`config.mk`:
```
export PLATFORM = sky130hd
export DESIGN_NAME = level_mapper_packet_framer
export DESIGN_NICKNAME = d
export VERILOG_FILES = /design/src/rtl/lmpf_pkg.sv /design/src/rtl/lmpf_front.sv /design/src/rtl/lmpf_queue.sv /design/src/rtl/lmpf_framer.sv /design/src/rtl/level_mapper_packet_framer.sv
export VERILOG_INCLUDE_DIRS = /design/src /design/src/rtl
export SDC_FILE = /design/constraint.sdc
export NUM_CORES = 1
export LEC_CHECK = 0
export BUFFER_PORTS_ARGS = -buffer_cell sky130_fd_sc_hd__buf_2
export CAP_MARGIN = 20
export CORE_ASPECT_RATIO = 1.5
export CORE_UTILIZATION = 54
export CTS_CLUSTER_SIZE = 20
export DETAILED_ROUTE_END_ITERATION = 12
export GPL_TIMING_DRIVEN = 0
export PLACE_DENSITY = 0.7
export SLEW_MARGIN = 20
export SYNTH_ARGS = -nofsm -noshare
export SYNTH_HDL_FRONTEND = slang
export SYNTH_SLANG_ARGS = --single-unit
```
`constraint.sdc`:
```
create_clock -name clk -period 6.7 [get_ports clk]
set_input_delay 1.34 -clock clk [delete_from_list [all_inputs] [get_ports clk]]
set_output_delay 1.34 -clock clk [all_outputs]
set_load 0.1 [all_outputs]
```
`src/rtl/assert_macros.svh`:
```
// Assertion macros shared by the RTL modules.
// All macros sample on the rising clock edge and stay quiet while reset is active.
`ifndef ASSERT_MACROS_SVH
`define ASSERT_MACROS_SVH

// Condition that must hold at every active clock edge
`define ASSERT_ALWAYS(label, clk, rst_n, expr) \
    label: assert property (@(posedge clk) disable iff (!rst_n) (expr)) \
        else $error("%m: assertion failed");

// Same-cycle implication
`define ASSERT_IMPLIES(label, clk, rst_n, ante, cons) \
    label: assert property (@(posedge clk) disable iff (!rst_n) (ante) |-> (cons)) \
        else $error("%m: assertion failed");

// Next-cycle implication
`define ASSERT_NEXT(label, clk, rst_n, ante, cons) \
    label: assert property (@(posedge clk) disable iff (!rst_n) (ante) |=> (cons)) \
        else $error("%m: assertion failed");

`endif

```
`src/rtl/lmpf_pkg.sv`:
```
// Shared constants, types and the packet template for the level mapper framer.
// No dependencies; imported by every module of the block.
`default_nettype none

package lmpf_pkg;

    // Reading width and derived widths
    localparam int READING_BITS = 24;
    localparam int RW           = READING_BITS;
    localparam int XW           = READING_BITS + 1;
    localparam int LEVEL_W      = 7;
    localparam int QUOT_BITS    = 7;
    localparam int MUL_W        = RW + QUOT_BITS;
    localparam int QCNT_W       = $clog2(QUOT_BITS);

    // Packet layout
    localparam int PKT_LEN   = 43;
    localparam int IDX_W     = 6;
    localparam int LEVEL_POS = 11;
    localparam int CHK_POS   = 42;

    // Level constants
    localparam int LEVEL_FULL      = 125;
    localparam int LEVEL_TOP       = 120;
    localparam int LEVEL_CAL_FLOOR = 24;
    localparam int HYST            = 50;
    localparam int SHORTED         = -2;
    localparam logic [7:0] CHK_SEED = 8'hA0;

    // Register reset values
    localparam int MIN_RESET = 3000;
    localparam int MAX_RESET = 9000;

    // Configuration register indexes
    localparam int CFG_IDX_W = 2;
    localparam logic [CFG_IDX_W-1:0] REG_MIN_READING     = 2'd0;
    localparam logic [CFG_IDX_W-1:0] REG_MAX_READING     = 2'd1;
    localparam logic [CFG_IDX_W-1:0] REG_CALIBRATE_START = 2'd2;

    // Queue between front and framer
    localparam int QDEPTH = 2;
    localparam int QPTR_W = $clog2(QDEPTH);
    localparam int QCNT_QW = $clog2(QDEPTH + 1);

    // One packet request: the mapped level and the calibration flag
    typedef struct packed {
        logic [LEVEL_W-1:0] level;
        logic               cal;
    } frame_req_t;

    // Fixed packet template; level and checksum positions are overridden
    localparam logic [7:0] TMPL [0:PKT_LEN-1] = '{
        8'hFA, 8'h29, 8'h03, 8'h00, 8'h00, 8'h00, 8'h00, 8'h14, 8'h9A, 8'h00, 8'h00,
        8'h00, 8'h03, 8'h77, 8'h72, 8'h71, 8'h03, 8'h00, 8'h6C, 8'h4C, 8'h3B, 8'h03,
        8'h2F, 8'h15, 8'h00, 8'h00, 8'h00, 8'h02, 8'h00, 8'h00, 8'h00, 8'h21, 8'h00,
        8'h00, 8'h03, 8'hE8, 8'h00, 8'h2C, 8'h02, 8'h6D, 8'h37, 8'hD2, 8'h00
    };

endpackage

`default_nettype wire

```
`src/rtl/lmpf_front.sv`:
```
// Front end: accepts readings, runs the calibration update, maps to a level.
// Uses lmpf_pkg and assert_macros.svh; feeds lmpf_queue.
`default_nettype none
`include "assert_macros.svh"

module lmpf_front
    import lmpf_pkg::*;
(
    input  wire logic                  clk,
    input  wire logic                  rst_n,
    // reading input
    input  wire logic                  push,
    output logic                       full,
    input  wire logic signed [XW-1:0]  raw_reading,
    // configuration writes
    input  wire logic                  cfg_wr_en,
    input  wire logic [CFG_IDX_W-1:0]  cfg_index,
    input  wire logic [RW-1:0]         cfg_data,
    // request queue
    output logic                       q_push,
    output frame_req_t                 q_item,
    input  wire logic                  q_full
);

    typedef enum logic [1:0] {F_IDLE, F_CLASS, F_DIV, F_PUSH} front_state_t;

    front_state_t        state_reg;
    logic [RW-1:0]       min_reg;
    logic [RW-1:0]       amax_reg;
    logic                cal_on_reg;
    logic [XW-1:0]       prev_reg;
    logic [XW-1:0]       x_reg;
    logic [MUL_W-1:0]    rem_reg;
    logic [MUL_W-1:0]    dvs_reg;
    logic [QUOT_BITS-1:0] quot_reg;
    logic [QCNT_W-1:0]   cnt_reg;
    logic [LEVEL_W-1:0]  level_reg;

    logic                accept;
    logic [XW:0]         prev_ext;
    logic [XW:0]         mn_ext;
    logic [XW:0]         peak_less;
    logic                cal_end;
    logic [RW-1:0]       amax_new;
    logic [XW:0]         diff;
    logic [RW:0]         span;
    logic                span_empty;
    logic                diff_neg;
    logic                diff_top;
    logic [LEVEL_W-1:0]  lo;
    logic [MUL_W-1:0]    product;
    logic                sub_ok;
    logic [QUOT_BITS-1:0] quot_step;
    logic                level_ok;

    assign accept = push && !full;
    assign full   = (state_reg != F_IDLE);

    // End-of-calibration detection at accept time
    always_comb
    begin
        prev_ext  = {prev_reg[XW-1], prev_reg};
        mn_ext    = {2'b00, min_reg};
        peak_less = prev_ext - (XW+1)'(HYST);
        cal_end   = cal_on_reg && (raw_reading == XW'(SHORTED))
                    && ($signed(prev_ext) > $signed(mn_ext));
        amax_new  = peak_less[XW] ? '0 : peak_less[RW-1:0];
    end

    // Classification of the latched reading
    always_comb
    begin
        diff       = {x_reg[XW-1], x_reg} - {2'b00, min_reg};
        span       = {1'b0, amax_reg} - {1'b0, min_reg};
        span_empty = span[RW] || (span == '0);
        diff_neg   = diff[XW];
        diff_top   = !diff_neg && (diff >= {1'b0, span});
        lo         = cal_on_reg ? LEVEL_W'(LEVEL_CAL_FLOOR) : '0;
        product    = MUL_W'(diff[RW-1:0]) * MUL_W'(LEVEL_TOP);
    end

    // One restoring-division step per cycle
    always_comb
    begin
        sub_ok    = (rem_reg >= dvs_reg);
        quot_step = {quot_reg[QUOT_BITS-2:0], sub_ok};
    end

    assign q_push       = (state_reg == F_PUSH) && !q_full;
    assign q_item.level = level_reg;
    assign q_item.cal   = cal_on_reg;

    // Level stays in range and above the floor while calibrating
    assign level_ok = (q_item.level <= LEVEL_W'(LEVEL_FULL))
                      && (!q_item.cal || (q_item.level >= LEVEL_W'(LEVEL_CAL_FLOOR)));

    // State machine, calibration state and configuration
    always_ff @(posedge clk or negedge rst_n)
    begin
        if (!rst_n)
        begin
            state_reg  <= F_IDLE;
            min_reg    <= RW'(MIN_RESET);
            amax_reg   <= RW'(MAX_RESET);
            cal_on_reg <= 1'b0;
            prev_reg   <= '0;
        end
        else
        begin
            unique case (state_reg)
                F_IDLE:
                begin
                    if (accept)
                    begin
                        x_reg    <= raw_reading;
                        prev_reg <= raw_reading;
                        if (cal_end)
                        begin
                            amax_reg   <= amax_new;
                            cal_on_reg <= 1'b0;
                        end
                        state_reg <= F_CLASS;
                    end
                end
                F_CLASS:
                begin
                    rem_reg  <= product;
                    dvs_reg  <= {1'b0, span[RW-1:0], {(QUOT_BITS-1){1'b0}}};
                    quot_reg <= '0;
                    cnt_reg  <= QCNT_W'(QUOT_BITS-1);
                    if (x_reg == XW'(SHORTED))
                    begin
                        level_reg <= LEVEL_W'(LEVEL_FULL);
                        state_reg <= F_PUSH;
                    end
                    else if (span_empty || diff_neg)
                    begin
                        level_reg <= lo;
                        state_reg <= F_PUSH;
                    end
                    else if (diff_top)
                    begin
                        level_reg <= LEVEL_W'(LEVEL_TOP);
                        state_reg <= F_PUSH;
                    end
                    else
                    begin
                        state_reg <= F_DIV;
                    end
                end
                F_DIV:
                begin
                    if (sub_ok)
                        rem_reg <= rem_reg - dvs_reg;
                    dvs_reg  <= dvs_reg >> 1;
                    quot_reg <= quot_step;
                    cnt_reg  <= cnt_reg - 1'b1;
                    if (cnt_reg == '0)
                    begin
                        level_reg <= (quot_step < lo) ? lo : quot_step;
                        state_reg <= F_PUSH;
                    end
                end
                F_PUSH:
                begin
                    if (!q_full)
                        state_reg <= F_IDLE;
                end
                default:
                begin
                    state_reg <= F_IDLE;
                end
            endcase

            // register writes must arrive only while idle; the block itself does not enforce this
            if (cfg_wr_en)
            begin
                unique case (cfg_index)
                    REG_MIN_READING:     min_reg    <= cfg_data;
                    REG_MAX_READING:     amax_reg   <= cfg_data;
                    REG_CALIBRATE_START: cal_on_reg <= cfg_data[0];
                    default:             ;
                endcase
            end
        end
    end

    `ASSERT_IMPLIES(a_level_range, clk, rst_n, q_push, level_ok)
    `ASSERT_NEXT(a_accept_class, clk, rst_n, accept, state_reg == F_CLASS)

endmodule

`default_nettype wire

```
`src/rtl/lmpf_queue.sv`:
```
// Two-entry request queue between the front end and the packet framer.
// Uses lmpf_pkg and assert_macros.svh.
`default_nettype none
`include "assert_macros.svh"

module lmpf_queue
    import lmpf_pkg::*;
(
    input  wire logic        clk,
    input  wire logic        rst_n,
    input  wire logic        wr_en,
    input  wire frame_req_t  wr_data,
    output logic             q_full,
    input  wire logic        rd_en,
    output frame_req_t       rd_data,
    output logic             q_empty
);

    frame_req_t             mem_reg [0:QDEPTH-1];
    logic [QPTR_W-1:0]      wr_ptr_reg;
    logic [QPTR_W-1:0]      rd_ptr_reg;
    logic [QCNT_QW-1:0]     count_reg;

    assign q_full  = (count_reg == QCNT_QW'(QDEPTH));
    assign q_empty = (count_reg == '0);
    assign rd_data = mem_reg[rd_ptr_reg];

    // Storage write
    always_ff @(posedge clk)
    begin
        if (wr_en)
            mem_reg[wr_ptr_reg] <= wr_data;
    end

    // Pointers and fill count
    always_ff @(posedge clk or negedge rst_n)
    begin
        if (!rst_n)
        begin
            wr_ptr_reg <= '0;
            rd_ptr_reg <= '0;
            count_reg  <= '0;
        end
        else
        begin
            if (wr_en)
                wr_ptr_reg <= wr_ptr_reg + 1'b1;
            if (rd_en)
                rd_ptr_reg <= rd_ptr_reg + 1'b1;
            if (wr_en && !rd_en)
                count_reg <= count_reg + 1'b1;
            else if (rd_en && !wr_en)
                count_reg <= count_reg - 1'b1;
        end
    end

    `ASSERT_IMPLIES(a_no_overflow, clk, rst_n, wr_en, !q_full)
    `ASSERT_IMPLIES(a_no_underflow, clk, rst_n, rd_en, !q_empty)

endmodule

`default_nettype wire

```
`src/rtl/lmpf_framer.sv`:
```
// Back end: builds the 43-byte packet for each queued level, one byte per word.
// Uses lmpf_pkg and assert_macros.svh; drains lmpf_queue.
`default_nettype none
`include "assert_macros.svh"

module lmpf_framer
    import lmpf_pkg::*;
(
    input  wire logic              clk,
    input  wire logic              rst_n,
    // request queue
    input  wire logic              q_empty,
    input  wire frame_req_t        q_data,
    output logic                   q_pop,
    // byte output
    output logic                   empty,
    input  wire logic              pop,
    output logic [7:0]             packet_byte,
    output logic [IDX_W-1:0]       byte_index,
    output logic                   last_byte,
    output logic                   calibrating
);

    logic                  busy_reg;
    logic [IDX_W-1:0]      cnt_reg;
    logic [LEVEL_W-1:0]    level_reg;
    logic                  cal_reg;
    logic [7:0]            chk_reg;
    logic                  out_valid_reg;
    logic [7:0]            byte_out_reg;
    logic [IDX_W-1:0]      idx_out_reg;
    logic                  last_out_reg;
    logic                  cal_out_reg;

    logic                  load;
    logic                  at_chk;
    logic [7:0]            cur_byte;

    assign load   = busy_reg && (!out_valid_reg || pop);
    assign q_pop  = !busy_reg && !q_empty;
    assign at_chk = (cnt_reg == IDX_W'(CHK_POS));

    // Byte select: level, checksum or template
    always_comb
    begin
        if (cnt_reg == IDX_W'(LEVEL_POS))
            cur_byte = {1'b0, level_reg};
        else if (at_chk)
            cur_byte = chk_reg;
        else
            cur_byte = TMPL[cnt_reg];
    end

    // Packet sequencer and output register
    always_ff @(posedge clk or negedge rst_n)
    begin
        if (!rst_n)
        begin
            busy_reg      <= 1'b0;
            out_valid_reg <= 1'b0;
            cnt_reg       <= '0;
        end
        else
        begin
            if (q_pop)
            begin
                busy_reg  <= 1'b1;
                cnt_reg   <= '0;
                level_reg <= q_data.level;
                cal_reg   <= q_data.cal;
                chk_reg   <= CHK_SEED;
            end
            else if (load)
            begin
                chk_reg <= chk_reg ^ cur_byte;
                if (at_chk)
                    busy_reg <= 1'b0;
                else
                    cnt_reg <= cnt_reg + 1'b1;
            end

            if (load)
            begin
                out_valid_reg <= 1'b1;
                byte_out_reg  <= cur_byte;
                idx_out_reg   <= cnt_reg;
                last_out_reg  <= at_chk;
                cal_out_reg   <= cal_reg;
            end
            else if (pop)
            begin
                out_valid_reg <= 1'b0;
            end
        end
    end

    assign empty       = !out_valid_reg;
    assign packet_byte = byte_out_reg;
    assign byte_index  = idx_out_reg;
    assign last_byte   = last_out_reg;
    assign calibrating = cal_out_reg;

    `ASSERT_NEXT(a_start_packet, clk, rst_n, q_pop, busy_reg && (cnt_reg == '0))
    `ASSERT_IMPLIES(a_count_range, clk, rst_n, busy_reg, cnt_reg <= IDX_W'(CHK_POS))

endmodule

`default_nettype wire

```
`src/rtl/level_mapper_packet_framer.sv`:
```
// Level mapper and packet framer: one reading in, one 43-byte packet out.
// Path: a reading is classified, mapped by a 7-step divider if needed, queued, then framed.
// New readings are taken while an earlier packet is still framed, unless the queue is full.
// Reset: async active low; min 3000, active max 9000, calibration off, last reading 0.
// Instantiates lmpf_front, lmpf_queue and lmpf_framer; uses lmpf_pkg.
`default_nettype none

module level_mapper_packet_framer
    import lmpf_pkg::*;
(
    input  wire logic                  clk,
    input  wire logic                  rst_n,
    // reading input
    input  wire logic                  push,
    output logic                       full,
    input  wire logic signed [XW-1:0]  raw_reading,
    // configuration
    input  wire logic                  cfg_wr_en,
    input  wire logic [CFG_IDX_W-1:0]  cfg_index,
    input  wire logic [RW-1:0]         cfg_data,
    // packet bytes
    output logic                       empty,
    input  wire logic                  pop,
    output logic [7:0]                 packet_byte,
    output logic [IDX_W-1:0]           byte_index,
    output logic                       last_byte,
    output logic                       calibrating
);

    logic        q_push;
    logic        q_full;
    logic        q_empty;
    logic        q_pop;
    frame_req_t  q_wr_item;
    frame_req_t  q_rd_item;

    lmpf_front u_front (
        .clk         (clk),
        .rst_n       (rst_n),
        .push        (push),
        .full        (full),
        .raw_reading (raw_reading),
        .cfg_wr_en   (cfg_wr_en),
        .cfg_index   (cfg_index),
        .cfg_data    (cfg_data),
        .q_push      (q_push),
        .q_item      (q_wr_item),
        .q_full      (q_full)
    );

    lmpf_queue u_queue (
        .clk     (clk),
        .rst_n   (rst_n),
        .wr_en   (q_push),
        .wr_data (q_wr_item),
        .q_full  (q_full),
        .rd_en   (q_pop),
        .rd_data (q_rd_item),
        .q_empty (q_empty)
    );

    lmpf_framer u_framer (
        .clk         (clk),
        .rst_n       (rst_n),
        .q_empty     (q_empty),
        .q_data      (q_rd_item),
        .q_pop       (q_pop),
        .empty       (empty),
        .pop         (pop),
        .packet_byte (packet_byte),
        .byte_index  (byte_index),
        .last_byte   (last_byte),
        .calibrating (calibrating)
    );

endmodule

`default_nettype wire
```
Word level (Yosys, flattened, before mapping)

Memories as Yosys holds them, arrays and structs flattened. A register that Yosys moved wholly into a read port is not among the register bits.
Index checks and enable logic that the tools add are counted.

Register bits after elaboration: 215
RAM bits: 16
ROM bits: 512
Input bits: 56
Output and inout bits: 18
Word-level logic and storage cells: 147
Memories: 2

Add/subtract/negate cells: 10
$mul: 1
Order comparisons: 5
Eq/ne operators: 16
Multiplexer cells: 47
Bitwise operators: 2
Reduce and logical (&&, ||, !) cells: 42

Memories:

| memory           | words | width | rd ports | clocked after Yosys merged registers in | write ports | RTL line          | RTL |
|---|---|---|---|---|---|---|---|
| (name not given) | 64    | 8     | 1        | 0                                       | 0           | lmpf_framer.sv:51 | `cur_byte = TMPL[cnt_reg];` |
| u_queue.mem_reg  | 2     | 8     | 1        | 1                                       | 1           | lmpf_queue.sv:19  | `frame_req_t mem_reg [0:QDEPTH-1];` |

Operators with widths:

| cell                                                                   | count |
|---|---|
| 24-bit two-way mux                                                     | 6 |
| 31-bit one-hot mux with 2 select lines                                 | 2 |
| 8-bit two-way mux                                                      | 5 |
| 7-bit two-way mux                                                      | 5 |
| 31-bit greater-or-equal comparator                                     | 1 |
| 31-bit two-way mux                                                     | 1 |
| 31-bit subtractor                                                      | 1 |
| 24-bit by 4-bit multiplier with 28-bit output, second input constant   | 1 |
| 26-bit by 25-bit greater-or-equal comparator with 1-bit output         | 1 |
| 25-bit by 25-bit subtractor with 26-bit output                         | 1 |
| 25-bit by 7-bit subtractor with 26-bit output, second input constant   | 1 |
| 25-bit by 2-bit equality test with 1-bit output, second input constant | 1 |
| 25-bit equality test, second input constant                            | 1 |
| 25-bit greater-than comparator                                         | 1 |
| 25-bit logical NOT                                                     | 1 |
| 24-bit by 24-bit subtractor with 25-bit output                         | 1 |
| 6-bit two-way mux                                                      | 3 |
| 2-bit two-way mux                                                      | 7 |
| 7-bit one-hot mux with 2 select lines                                  | 1 |
| 2-bit AND reduction                                                    | 7 |
| 1-bit two-way mux                                                      | 13 |
| 6-bit one-hot mux with 2 select lines                                  | 1 |
| 2-bit nonzero test                                                     | 6 |
| 1-bit logical AND                                                      | 9 |
| 25 further kinds                                                       | 46 |

Logic depth before layout (Yosys ltp)

Gate-level depths: netlist (run 1).

Depth in word-level cells: 8
Mapped depth: 27
Depth with buffers taken out: 27

By module

From an unflattened synthesis (run 1), not the netlist that was laid out.

Cells, all modules: 1943
Area total of the unflattened synthesis: 18665.4 µm²

By module, submodules not included:

| module      | instances | cells an instance | area each (µm²) | sequential area each (µm²) |
|---|---|---|---|---|
| lmpf_front  | 1         | 1676              | 15559.9         | 4979.8 |
| lmpf_framer | 1         | 226               | 2334.7          | 1161.1 |
| lmpf_queue  | 1         | 41                | 770.7           | 580.6 |

Worst setup path after synthesis (run 1)

Ideal clock, no wire load.

Kind: register -> register
Start: reg u_front.min_reg[3]
End: reg u_front.rem_reg[28], data pin
Library setup time: 0.268 ns
Arrival: 5.138 ns
Required time: 6.432 ns
Slack: 1.294 ns
Stages on the path, launching flop included: 27
Buffers on the path: 0
Clock period less this slack: 5.406 ns
Cells stage by stage: dfstp_2 > inv_1 > ha_1 > o21a_1 > o31a_1 > nor3_1 > nand2b_1 > o31ai_1 > a21oi_1 > nor2b_1 > o21ai_0 > a21oi_1 > inv_1 > maj3_1 > fa_1 > inv_1 > ha_1 > a21o_1 > a21o_1 > a21oi_1 > nand3b_1 > o21a_1 > a21oi_1 > o21ai_0 > a311o_1 > nand2_1 > mux2i_1

Cells in the longest elaborated chain, start to end: 3

Ends and longest elaborated chain:

| element                                        | RTL line          | RTL |
|---|---|---|
| start, declared                                | lmpf_front.sv:28  | `logic [RW-1:0] min_reg;` |
| start signal, assigned                         | lmpf_front.sv:103 | `min_reg <= RW'(MIN_RESET);` |
| start signal, assigned                         | lmpf_front.sv:179 | `REG_MIN_READING: min_reg <= cfg_data;` |
| 25-bit by 25-bit subtractor with 26-bit output | lmpf_front.sv:73  | `diff = {x_reg[XW-1], x_reg} - {2'b00, min_reg};` |
| 24-bit by 4-bit multiplier with 28-bit output  | lmpf_front.sv:79  | `product = MUL_W'(diff[RW-1:0]) * MUL_W'(LEVEL_TOP);` |
| 31-bit one-hot mux with 2 select lines         | lmpf_front.sv:110 | `unique case (state_reg)` |
| end signal, assigned                           | lmpf_front.sv:127 | `rem_reg <= product;` |
| end signal, assigned                           | lmpf_front.sv:154 | `rem_reg <= rem_reg - dvs_reg;` |
| end, declared                                  | lmpf_front.sv:33  | `logic [MUL_W-1:0] rem_reg;` |

No other way between the ends.
A chain may end at the register's enable or synchronous reset.

Worst setup path in the final report (run 1)

Start: reg u_front.x_reg[1]
End: reg u_front.rem_reg[28], data pin

Cells in the longest elaborated chain, start to end: 3

Ends and longest elaborated chain:

| element                                        | RTL line          | RTL |
|---|---|---|
| start, declared                                | lmpf_front.sv:32  | `logic [XW-1:0] x_reg;` |
| start signal, assigned                         | lmpf_front.sv:115 | `x_reg <= raw_reading;` |
| 25-bit by 25-bit subtractor with 26-bit output | lmpf_front.sv:73  |  |
| 24-bit by 4-bit multiplier with 28-bit output  | lmpf_front.sv:79  |  |
| 31-bit one-hot mux with 2 select lines         | lmpf_front.sv:110 |  |

No other way between the ends.

==> results_tabular.tex, run 1 <==
\begin{tabular}{lr}
\hline
Metric & Value \\
\hline
\multicolumn{2}{l}{\textbf{Critical path}} \\
\quad CP Cell Sequence & ha\_1 > nor2b\_1 > o31a\_1 > nor3\_1 > o211ai\_1 > o21a\_1 > nor2\_1 > xor2\_2 > inv\_1 > ha\_1 > inv\_1 > fa\_1 > inv\_1 > ha\_1 > a21o\_1 > a21o\_1 > a21oi\_1 > nand3b\_1 > o21a\_1 > a21oi\_1 > o21ai\_0 > a311o\_1 > nand2\_1 > mux2i\_1 \\
\quad Worst Path Required & approximately 7.0 ns \\
\quad Class of the most critical setup path & reg2reg \\
\quad Crit-path slowest cell & sky130\_fd\_sc\_hd\_\_edfxtp\_1 \\
\quad Maximum fanout along the worst path & 6 \\
\quad Setup crit end kind & register \\
\quad Number of buffers and inverters on the critical path & 3 \\
\quad Data arrival, critical path & 6.64 ns \\
\quad Critical path's largest stage delay & 0.55 ns \\
\quad Crit path max-delay family & compound AO/OA/AOI/OAI gates \\
\quad Nature of the critical path startpoint & register \\
\multicolumn{2}{l}{\textbf{Finish}} \\
\quad Count of filler cells inserted in the layout & 2847 \\
\quad Total area of multi-input combinational cells & 10400 sq um \\
\quad Number of antenna repair diodes & 0 \\
\quad Flip-flop count of the largest register, all copies and words added & 31 \\
\quad Fraction of layout instances using a drive strength above 1 & 0.104 \\
\quad Non-filler cells in the finished layout & 2418 \\
\quad Sequential cell area & 6720 sq um \\
\quad Area Growth Syn to Fin & 9.71\% \\
\quad Net count, final & around 2200 \\
\multicolumn{2}{l}{\textbf{Job}} \\
\quad Number of maximum-capacitance constraint violations & 0 \\
\multicolumn{2}{l}{\textbf{STA}} \\
\quad Final Cycle Share & 0.948 \\
\quad Final TNS setup & 0 ns \\
\quad Min cycle time layout & 6.35 ns \\
\quad Worst Slack Setup Final & 0.345 ns \\
\quad Achievable clock frequency & 0.157 GHz \\
\quad Final worst clock skew & approximately 0.031 ns \\
\quad Number of pins exceeding their max-slew limit in the final report & 0 \\
\quad Headroom to the max-slew limit & 0.386 \\
\quad Tightest Pin Transition & between 0.9 and 1 ns \\
\quad RSZ-0062 raised after global routing & no \\
\quad Number of hold-slack violations in the final timing report & 0 \\
\quad Setup-violating endpoint count in the final report & 0 \\
\multicolumn{2}{l}{\textbf{Synthesis}} \\
\quad Synthesized area per cell & 9.55 sq um \\
\quad Seq cells post-synth & 238 \\
\quad Most instantiated flip-flop cell in the synthesis netlist & sky130\_fd\_sc\_hd\_\_edfxtp\_1 \\
\quad Netlist area before placement & $\sim$18000 sq um \\
\quad Area share of the largest cell type after synthesis & 0.250 \\
\quad EDFF count, synth & 150 \\
\quad Number of library cell types mapped by synthesis & 87 \\
\quad Cell type with the highest aggregate area in the netlist & sky130\_fd\_sc\_hd\_\_edfxtp\_1 \\
\quad Most repeated cell in the gate-level netlist after synthesis & sky130\_fd\_sc\_hd\_\_inv\_1 \\
\quad Yosys warning count & 0 \\
\quad Syn Inst Count & roughly 1900 \\
\quad Share of flip-flops with an asynchronous set or reset & 0.370 \\
\quad Seq/Total Area, Yosys & 0.374 \\
\quad Most frequent cells after synthesis & sky130\_fd\_sc\_hd\_\_inv\_1 (187), sky130\_fd\_sc\_hd\_\_ha\_1 (176), sky130\_fd\_sc\_hd\_\_a21oi\_1 (153) \\
\quad Net Count, Synth & between 2000 and 2500 \\
\quad Synth top area cells & sky130\_fd\_sc\_hd\_\_edfxtp\_1 (25\%), sky130\_fd\_sc\_hd\_\_ha\_1 (12\%), sky130\_fd\_sc\_hd\_\_dfrtp\_1 (11\%) \\
\multicolumn{2}{l}{\textbf{CTS}} \\
\quad Number of gates resized after cts & 0 \\
\quad Maximum number of buffers from clock root to sink & 3 \\
\quad Clock root buffer & sky130\_fd\_sc\_hd\_\_clkbuf\_16 \\
\quad Later-pin clock latency in the skew report & 0.57 ns \\
\quad Total CTS buffers & 24 \\
\quad TritonCTS clock tree & built \\
\quad Hold Buf Count CTS & 0 \\
\quad \# Post-CTS Setup Buffers & 0 \\
\quad Level count of the clock H-tree & 1 \\
\quad Clock slew seen by the registers of the worst setup and hold paths & 0.06 ns \\
\quad Clock sink count & approximately 240 \\
\multicolumn{2}{l}{\textbf{Floorplan}} \\
\quad Initial Utilization & 0.549 \\
\quad Floorplan die area & 34100 sq um \\
\quad Horiz. Die Dim & 151 um \\
\quad Total core area & 32700 sq um \\
\quad Number of rows created at floorplan & 81 \\
\quad Die H & roughly 230 um \\
\quad I/O pins & 74 \\
\multicolumn{2}{l}{\textbf{Global route}} \\
\quad Pin count of the biggest net entering global routing & 66 \\
\quad Vias in the first global route & 15100 \\
\quad Antenna violations before repair & 0 \\
\quad Global-route usage over all layers & 0.292 \\
\quad Global-route wire length before repair & 76300 um \\
\quad Total congestion overflow & 0 \\
\multicolumn{2}{l}{\textbf{Placement}} \\
\quad Routability cong. & around 1.0 \\
\quad Half-perimeter wire length after detailed placement & 38700 um \\
\quad Port buffer count & 73 \\
\quad Worst setup slack before clock tree synthesis & about 0.2 ns \\
\quad Post-placement cell count & 2374 \\
\multicolumn{2}{l}{\textbf{Status}} \\
\quad Result of the run & finished clean \\
\multicolumn{2}{l}{\textbf{Route}} \\
\quad Count of antenna-violating nets left after detailed routing & 0 \\
\quad Post-detailed-route DRC marker count & 0 \\
\quad Iter 0 DRT Violations & around 580 \\
\quad Per-cell routed wire length & 19.7 um \\
\quad Number of optimization iterations in the first detailed-route pass & 5 \\
\quad Final wirelength & roughly 48000 um \\
\quad Vias per cell & 5.94 \\
\quad Vias after detailed routing & roughly 14000 \\
\multicolumn{2}{l}{\textbf{Min path}} \\
\quad HP Class & reg2reg \\
\hline
\end{tabular}
-- final timing paths --
| check | from | end | slack, ns | depth (start not counted) |
|---|---|---|---|---|
| max in group asynchronous | rst_n | u_front.amax_reg[9] | 5.33 | 2 |
| worst max-delay path | u_front.x_reg[1] | u_front.rem_reg[28] | 0.35 | 24 |
| worst min-delay path | u_framer.cal_reg | u_framer.calibrating | 0.44 | 0 |
| worst max register to register | u_front.x_reg[1] | u_front.rem_reg[28] | 0.35 | 24 |
| min in group asynchronous | rst_n | u_front.prev_reg[13] | 0.68 | 1 |
| worst min register to register | u_framer.cal_reg | u_framer.calibrating | 0.44 | 0 |
-- layout by cell type, fill, tap and decap left out, drive strengths merged, types with 76 or more instances in the layout --
cell / count
xnor2: 77
o21ai: 157
buf: 85
nor2: 106
nand2: 152
edfxtp: 150
dfrtp: 76
ha: 176
inv: 187
a21oi: 154
-- cell type report --
type | count | area share
buffer | 45 | 0.00875
clock buffer | 26 | 0.0308
clock inverter | 18 | 0.00748
inverter | 189 | 0.0359
multi-input combinational | 1411 | 0.527
sequential | 238 | 0.341
tap | 415 | 0.0263
timing repair buffer | 76 | 0.0226
-- worst reg2reg max path: stages, from the launching register on --
cell	delay, ns
sky130_fd_sc_hd__edfxtp_1	0.55
sky130_fd_sc_hd__ha_1	0.35
sky130_fd_sc_hd__nor2b_1	0.14
sky130_fd_sc_hd__o31a_1	0.28
sky130_fd_sc_hd__nor3_1	0.39
sky130_fd_sc_hd__o211ai_1	0.36
sky130_fd_sc_hd__o21a_1	0.28
sky130_fd_sc_hd__nor2_1	0.16
sky130_fd_sc_hd__xor2_2	0.31
sky130_fd_sc_hd__inv_1	0.15
sky130_fd_sc_hd__ha_1	0.30
sky130_fd_sc_hd__inv_1	0.05
sky130_fd_sc_hd__fa_1	0.49
sky130_fd_sc_hd__inv_1	0.04
sky130_fd_sc_hd__ha_1	0.37
sky130_fd_sc_hd__a21o_1	0.22
sky130_fd_sc_hd__a21o_1	0.17
sky130_fd_sc_hd__a21oi_1	0.20
sky130_fd_sc_hd__nand3b_1	0.10
sky130_fd_sc_hd__o21a_1	0.22
sky130_fd_sc_hd__a21oi_1	0.23
sky130_fd_sc_hd__o21ai_0	0.23
sky130_fd_sc_hd__a311o_1	0.40
sky130_fd_sc_hd__nand2_1	0.06
sky130_fd_sc_hd__mux2i_1	0.06
-- layer usage --
layer | track usage | part of all wire
met5 | 0 | 0
met4 | 0.210 | 0.079
met3 | 0.0289 | 0.033
met2 | 0.566 | 0.54
met1 | 0.279 | 0.34
-- kinds of logic after synthesis --
logic type,count (synthesis),synth area share
buf+inv,234,0.0490
flops,238,0.374
compound gates,519,0.180
mux,50,0.0307
simple gates,494,0.137
fa+ha+maj,212,0.160
xor+xnor,136,0.0687
-- stage by stage --
stage                     area, sq um  hold slack, ns   util
after CTS                       19700           0.438  0.602
after floorplan                 18000           0.400      -
after global routing            19700           0.455  0.603
after global placement          18900           0.406  0.577
after detailed placement        19000           0.422  0.579
final                           19700           0.436  0.603
Power of run 1 is not shown: default switching activity piles up to over one toggle a cycle in this logic, so the estimate is an artifact.
==> inputs of run 2 (changes only) <==
CORE_MARGIN = 3   (was unset)
==> run 2 against run 1 <==
Fmax rose by 0.49%. Register-to-register slack improved by 0.03 ns. Sequential cell count did not move. Sequential share of layout area fell by 0.15 points. Routed wire length fell by 0.65%. Clock-buffer cell count rose by 6.
==> results_tabular.tex, run 2 (synthesized netlist as in run 1, its figures left out) <==
\begin{tabular}{lr}
\hline
Metric & Value \\
\hline
\multicolumn{2}{l}{\textbf{Min path}} \\
\quad HP Class & reg2reg \\
\quad Number of instances on the worst hold path & 0 \\
\quad Min-Delay Startpoint & u\_framer.cal\_reg \\
\multicolumn{2}{l}{\textbf{Floorplan}} \\
\quad Total core area & 32700 sq um \\
\quad Floorplan die area & 35600 sq um \\
\quad I/O pins & 74 \\
\quad Number of rows created at floorplan & 81 \\
\quad Horiz. Die Dim & about 160 um \\
\quad Die H & 230 um \\
\quad Initial Utilization & 0.549 \\
\multicolumn{2}{l}{\textbf{Route}} \\
\quad Number of optimization iterations in the first detailed-route pass & 5 \\
\quad Vias after detailed routing & roughly 14000 \\
\quad Count of antenna-violating nets left after detailed routing & 0 \\
\quad Met2 routed wirelength & 25500 um \\
\quad Iter 0 DRT Violations & around 730 \\
\quad Post-detailed-route DRC marker count & 0 \\
\quad Per-cell routed wire length & 19.5 um \\
\quad Wl on met1 & 16600 um \\
\quad Max Used Layer & met4 \\
\quad Met3 wire length & 1420 um \\
\quad Vias per cell & 5.95 \\
\quad Final wirelength & around 47000 um \\
\multicolumn{2}{l}{\textbf{CTS}} \\
\quad Total CTS buffers & 24 \\
\quad Clock sink count & 238 \\
\quad \# Post-CTS Setup Buffers & 0 \\
\quad Number of gates resized after cts & 0 \\
\quad Later-pin clock latency in the skew report & 0.54 ns \\
\quad Hold Buf Count CTS & 0 \\
\quad Level count of the clock H-tree & 1 \\
\quad Clock slew seen by the registers of the worst setup and hold paths & 0.07 ns \\
\quad Clock root buffer & sky130\_fd\_sc\_hd\_\_clkbuf\_16 \\
\quad Maximum number of buffers from clock root to sink & 3 \\
\quad TritonCTS clock tree & built \\
\multicolumn{2}{l}{\textbf{Critical path}} \\
\quad Data arrival, critical path & 6.59 ns \\
\quad Class of the most critical setup path & reg2reg \\
\quad Nature of the critical path startpoint & register \\
\quad Maximum fanout along the worst path & 5 \\
\quad Crit-path slowest cell & sky130\_fd\_sc\_hd\_\_edfxtp\_1 \\
\quad Setup crit end kind & register \\
\quad Worst Path Required & 6.96 ns \\
\quad Timing startpoint of the critical path & u\_front.x\_reg[1] \\
\quad Depth of the worst register-to-register path & 25 \\
\quad Worst R2R Start & u\_front.x\_reg[1] \\
\quad Critical path's largest stage delay & 0.54 ns \\
\multicolumn{2}{l}{\textbf{Placement}} \\
\quad Worst setup slack before clock tree synthesis & 0.244 ns \\
\quad Routability cong. & about 1 \\
\quad Cell area after placement & 19000 sq um \\
\quad Post-placement cell count & 2374 \\
\quad Port buffer count & 73 \\
\quad Half-perimeter wire length after detailed placement & 38300 um \\
\multicolumn{2}{l}{\textbf{STA}} \\
\quad Achievable clock frequency & 0.158 GHz \\
\quad Number of pins exceeding their max-slew limit in the final report & 0 \\
\quad Setup-violating endpoint count in the final report & 0 \\
\quad Headroom to the max-slew limit & 0.387 \\
\quad RSZ-0062 raised after global routing & no \\
\quad Final Cycle Share & 0.944 \\
\quad Number of hold-slack violations in the final timing report & 0 \\
\quad Tightest Pin Transition & 0.912 ns \\
\quad Min cycle time layout & around 6.3 ns \\
\quad Worst Slack Setup Final & around 0.38 ns \\
\quad Final worst clock skew & 0.0125 ns \\
\quad Final TNS setup & 0 ns \\
\multicolumn{2}{l}{\textbf{Global route}} \\
\quad Antenna violations before repair & 0 \\
\quad Global-route usage over all layers & 0.264 \\
\quad Pin count of the biggest net entering global routing & 66 \\
\quad Global-route wire length before repair & 75300 um \\
\quad Total congestion overflow & 0 \\
\quad Vias in the first global route & 15000 \\
\multicolumn{2}{l}{\textbf{Finish}} \\
\quad Non-filler cells in the finished layout & 2418 \\
\quad Area Growth Syn to Fin & 10.2\% \\
\quad Design Area, Final & roughly 20000 sq um \\
\quad Commonest cells after routing, fill and taps aside & sky130\_fd\_sc\_hd\_\_inv\_1 (187), sky130\_fd\_sc\_hd\_\_ha\_1 (176), sky130\_fd\_sc\_hd\_\_nand2\_1 (152) \\
\quad Flip-flop count of the largest register, all copies and words added & 31 \\
\quad Fraction of layout instances using a drive strength above 1 & 0.104 \\
\quad Most common cell after layout, fill and taps aside & sky130\_fd\_sc\_hd\_\_inv\_1 \\
\quad Net count, final & 2249 \\
\quad Number of antenna repair diodes & 0 \\
\multicolumn{2}{l}{\textbf{Job}} \\
\quad Number of maximum-capacitance constraint violations & 0 \\
\multicolumn{2}{l}{\textbf{Status}} \\
\quad Result of the run & finished clean \\
\hline
\end{tabular}
-- run 2: layout make-up --
type	instances	area [sq um]
Fill cell	2793	12900
Multi-Input combinational cell	1411	10400
Sequential cell	238	6720
Inverter	189	709
Clock buffer	32	652
Tap cell	415	519
Timing Repair Buffer	76	447
Clock inverter	12	174
Buffer	45	173
-- run 2: through the flow --
step            util  hold WS (ns)
6_report       0.606         0.433
5_1_grt        0.606         0.448
4_1_cts        0.605         0.439
3_5_place_dp   0.579         0.423
3_3_place_gp   0.577         0.402
2_1_floorplan      -         0.400
-- run 2: worst paths after layout --
| path | to | slack [ns] |
|---|---|---|
| min reg2reg | u_framer.calibrating | 0.43 |
| max | u_front.rem_reg[27] | 0.38 |
| min | u_framer.calibrating | 0.43 |
| max reg2reg | u_front.rem_reg[27] | 0.38 |
| min in group asynchronous | u_front.prev_reg[21] | 0.70 |
| max in group asynchronous | u_front.amax_reg[3] | 5.30 |
-- run 2: critical path, delay by kind of cell, from the launching register on --
kind	cells	cell delay [ns]
xor gates and xnor gates	2	0.60
adders and majority gates	4	1.68
DFF	1	0.54
buffers and inverters	3	0.36
AOI/OAI and AO/OA	11	2.16
and+or+nand+nor	5	0.71
-- run 2: layer usage --
metal,up-vias,global-route usage
li1,6988,-
met1,6882,0.262
met2,361,0.512
met3,166,0.0214
met4,0,0.172
met5,-,0
Power of run 2 is left out for the same reason.
